`config.mk`:
```
export PLATFORM = sky130hd
export DESIGN_NAME = dta_csr
export DESIGN_NICKNAME = d
export VERILOG_FILES = /design/src/hdl/dta_pkg.sv /design/src/hdl/dta_csr.sv
export SDC_FILE = /design/constraint.sdc
export NUM_CORES = 1
export LEC_CHECK = 0
export BUFFER_PORTS_ARGS = -buffer_cell sky130_fd_sc_hd__buf_2
export CAP_MARGIN = 20
export CORE_ASPECT_RATIO = 0.75
export CORE_UTILIZATION = 46
export DETAILED_ROUTE_END_ITERATION = 12
export PLACE_DENSITY = 0.76
export SLEW_MARGIN = 25
export SYNTH_ARGS = -nofsm -noshare
export SYNTH_HDL_FRONTEND = slang
export SYNTH_SLANG_ARGS = --single-unit
```
`constraint.sdc`:
```
create_clock -name clock -period 1.2 [get_ports clock]
set_clock_uncertainty 0.15 [all_clocks]
set_input_delay 0 -clock clock [delete_from_list [all_inputs] [get_ports clock]]
set_output_delay 0 -clock clock [all_outputs]
set_load 0.01 [all_outputs]
```
`src/hdl/dta_pkg.sv`:
```
// shared constants, register map and configuration type of the differential thrust allocator
package dta_pkg;

   // field widths
   localparam int IN_W       = 24;
   localparam int THRUST_W   = 23;
   localparam int COEF_W     = 24;
   localparam int CMD_W      = 16;
   localparam int FORCE_W    = 25;
   localparam int TORQUE_W   = 32;

   // configuration port
   localparam int CSR_IDX_W  = 3;
   localparam int CSR_DATA_W = 24;

   // register map
   typedef enum logic [CSR_IDX_W-1:0] {
      CSR_MAX_FWD           = 3'd0,
      CSR_MAX_BWD           = 3'd1,
      CSR_HALF_SPACING      = 3'd2,
      CSR_INV_TWICE_SPACING = 3'd3,
      CSR_FWD_GAIN          = 3'd4,
      CSR_BWD_GAIN          = 3'd5
   } dta_csr_index_type;

   // reset values: limits 1.0 (Q12.12), reciprocal 0.5 and gains 1.0 (Q4.20)
   localparam logic [THRUST_W-1:0] RST_MAX_FWD           = 23'd4096;
   localparam logic [THRUST_W-1:0] RST_MAX_BWD           = 23'd4096;
   localparam logic [THRUST_W-1:0] RST_HALF_SPACING      = 23'd4096;
   localparam logic [COEF_W-1:0]   RST_INV_TWICE_SPACING = 24'd524288;
   localparam logic [COEF_W-1:0]   RST_FWD_GAIN          = 24'd1048576;
   localparam logic [COEF_W-1:0]   RST_BWD_GAIN          = 24'd1048576;

   // register contents as seen by the datapath
   typedef struct packed {
      logic [THRUST_W-1:0] max_fwd;
      logic [THRUST_W-1:0] max_bwd;
      logic [THRUST_W-1:0] half_spacing;
      logic [COEF_W-1:0]   inv_twice_spacing;
      logic [COEF_W-1:0]   fwd_gain;
      logic [COEF_W-1:0]   bwd_gain;
   } dta_cfg_type;

endpackage

```
`src/hdl/dta_csr.sv`:
```
// configuration registers of the differential thrust allocator
module dta_csr (
   input  logic                           clock,
   input  logic                           reset,
   input  logic                           csr_wr_en,
   input  logic [dta_pkg::CSR_IDX_W-1:0]  csr_index,
   input  logic [dta_pkg::CSR_DATA_W-1:0] csr_wdata,
   output dta_pkg::dta_cfg_type           cfg
);
   import dta_pkg::*;

   dta_cfg_type cfg_ff;
   dta_cfg_type cfg_in;

   // register write decode, unknown indexes leave everything unchanged
   always_comb begin
      cfg_in = cfg_ff;
      if (csr_wr_en) begin
         unique case (dta_csr_index_type'(csr_index))
            CSR_MAX_FWD:           cfg_in.max_fwd           = csr_wdata[THRUST_W-1:0];
            CSR_MAX_BWD:           cfg_in.max_bwd           = csr_wdata[THRUST_W-1:0];
            CSR_HALF_SPACING:      cfg_in.half_spacing      = csr_wdata[THRUST_W-1:0];
            CSR_INV_TWICE_SPACING: cfg_in.inv_twice_spacing = csr_wdata[COEF_W-1:0];
            CSR_FWD_GAIN:          cfg_in.fwd_gain          = csr_wdata[COEF_W-1:0];
            CSR_BWD_GAIN:          cfg_in.bwd_gain          = csr_wdata[COEF_W-1:0];
            default:               cfg_in = cfg_ff;
         endcase
      end
   end

   // register bank
   always_ff @(posedge clock) begin
      if (reset) begin
         cfg_ff.max_fwd           <= RST_MAX_FWD;
         cfg_ff.max_bwd           <= RST_MAX_BWD;
         cfg_ff.half_spacing      <= RST_HALF_SPACING;
         cfg_ff.inv_twice_spacing <= RST_INV_TWICE_SPACING;
         cfg_ff.fwd_gain          <= RST_FWD_GAIN;
         cfg_ff.bwd_gain          <= RST_BWD_GAIN;
      end else begin
         cfg_ff <= cfg_in;
      end
   end

   assign cfg = cfg_ff;

endmodule

```
==> impl_metrics.toml <==
[status]
status = "finished, violations left"
failed_checks = "hold timing"

[timing]
fin_tns_setup_ns = 0
fmax_ghz = 0.936
fin_ws_ns = 0.132
whs_ns = -0.000929
finalHoldViolations = 2
worst_slew_margin_rel = 0.789
rsz0062_at_grt = "no"
finalCriticalPeriod_ns = 1.07
maxSlewViolCount = 0
finalSetupViolCount = 0
finalCritPeriodShare = 0.890
worst_pin_slew_ns = 0.316

[grt]
antenna_found_initial = 0
grt_pass1_vias = 4119
grtUsageMet1 = 0.299
busiest_layer = "met2"
grt_first_pass_wirelength_mm = 21.8
met3_usage = 0.0752
met2_usage = 0.353
grt_max_degree = 69
grt.overflow.total = 0
grt.total_usage = 0.229

[yosys]
syn-instance-count = 494
synth_cell_type_count = 13
ys_seq_area_frac = 0.512
syn_area_per_cell_um2 = 11.2
ys_ff_latch = 141
post-synth-top-area-cell = "dfxtp_1"
synth_area_leaders = "dfxtp_1 51%, mux2i_1 26%, nand2b_1 18%, buf_2 1.4%, clkbuf_1 1.3%"
mappedNetlistArea_um2 = 5510
synth.net_count = 524
yosys_warnings = 0
yosysTopAreaCellShare = 0.512

[floorplanning]
start_util = 0.475
rows = 34
fp.coreArea_um2 = 11600
die_h_um = 96.8
pin_count = 171
dieArea_um2 = 12400
die_w_um = 128

[cells_and_area]
antennaDiodeCount = 0
largest_reg_flops = 141
final-seq-area_um2 = 2820
multi_input_area_um2 = 2550
fillerInstances = 918
fin_nets = 731
final_cell_count_no_fill = 876
syn_to_final_growth_pct = 37.4
drive_gt1_frac = 0.324

[drt]
firstDrtPassIters = 4
via_per_inst = 4.85
drtIter0Drc = 176
drc = 0
vias = 4246
postRouteAntennaNets = 0
wl_per_cell_um = 16.1
postRouteWirelength_mm = 14.1

[critical_path]
critPathTopFamily = "flip-flops"
worstPathRequired_ns = 1.05
path_cells = "buf_2"
path_max_fanout = 2
arrival_ns = 0.92
crit_type = "flop to output pin"
cpPeakStageDelay_ns = 0.37
path_buf_inv = 1
slowest_stage = "dfxtp_1"
start_kind = "flop"
end_kind = "output pin"

[place]
gp_congestion = 0.766
portBuffers = 170
dp.cells = 817
place_hpwl_mm = 9.40
place_ws_ns = -0.137

[clocking]
clk_latency_ns = 0.41
clockBufferDepth = 2
cts.sinks = 141
ctsResizeCount = 0
htreeDepth = 4
post-cts-setup-buffer-count = 0
cts_tree = "yes"
cts_buffers = 17
cts-hold-fix-buffers = 25
cts_root_buf = "clkbuf_16"
clk_pin_slew_ns = 0.06

[pwr]
powerDensity_nw_per_um2 = 1480
p_total_w = 0.0112
ir_worst_vdd_mv = 1.04
leakage_nw = 3.99

[flow_run]
maxCapViolCount = 0

[worst_hold_path]
hold_path_class = "input port to flop"
-- power by group --
group | switching, W | internal, W
Sequential | 0.0000559 | 0.00479
Clock | 0.00203 | 0.00355
Combinational | 0.000400 | 0.000406
-- per-stage QoR --
step                      instance area [um^2]  hold slack (ns)   util
after floorplan                           5510           0.0173      -
after global placement                    6670            0.139  0.575
after detailed placement                  6670            0.159  0.575
after CTS                                 7550          -0.0501  0.651
after global routing                      7570          0.00966  0.652
final                                     7570        -0.000929  0.652
-- per-layer routing --
layer	vias to the layer above	part of all wire
li1	2056	-
met1	2055	0.46
met2	123	0.47
met3	12	0.062
met4	0	0.0097
met5	-	0
-- kinds of logic (layout without fill, tap and decap cells) --
| family | after synthesis | in the layout | share of synthesized area |
|---|---|---|---|
| and+or+nand+nor | 177 | 177 | 0.203 |
| muxes | 141 | 141 | 0.256 |
| DFF | 141 | 141 | 0.512 |
| buffers and inverters | 35 | 255 | 0.0286 |
-- layout make-up --
class,count,share of cell area
flip-flops and latches,141,0.373
multi-input cells,318,0.336
repair buffers,223,0.181
clock buffers,19,0.0585
well taps,162,0.0268
clock inverters,13,0.0249
-- synthesized netlist by cell type --
cell and number:
nand2b_1 159, clkbuf_1 19, and4bb_2 1, buf_6 1, dfxtp_1 141, nand4b_1 2, or4b_1 1, mux2i_1 141
nor4b_1 1, buf_2 15, nand4bb_1 3, and4b_1 1, nor2_1 9
-- cells in the final DEF (no fill, tap or decap) --
| cell | count |
|---|---|
| mux2i_1 | 141 |
| dfxtp_1 | 141 |
| clkinv_2 | 2 |
| and4bb_2 | 1 |
| nand2b_1 | 159 |
| buf_12 | 4 |
| or4b_1 | 1 |
| dlygate4sd3_1 | 27 |
| nand4bb_1 | 1 |
| nand4bb_2 | 2 |
| nor2_1 | 9 |
| buf_2 | 169 |
| clkbuf_8 | 1 |
| bufinv_16 | 4 |
| clkbuf_1 | 1 |
| nand4b_1 | 2 |
| clkbuf_16 | 17 |
| and4b_1 | 1 |
| clkinvlp_4 | 2 |
| buf_4 | 23 |
| clkinv_4 | 3 |
| nor4b_2 | 1 |
| inv_6 | 2 |
-- path summary, 6_finish.rpt --
path         startpoint  endpoint  slack, ns  cells after the start
max             cfg[97]   cfg[97]       0.13                      1
min reg2reg    cfg[127]  cfg[127]       0.32                      2
max reg2reg     cfg[44]   cfg[44]       0.39                      2
min               reset   cfg[15]    -0.0009                      4
(Power assumes the default switching activity.)
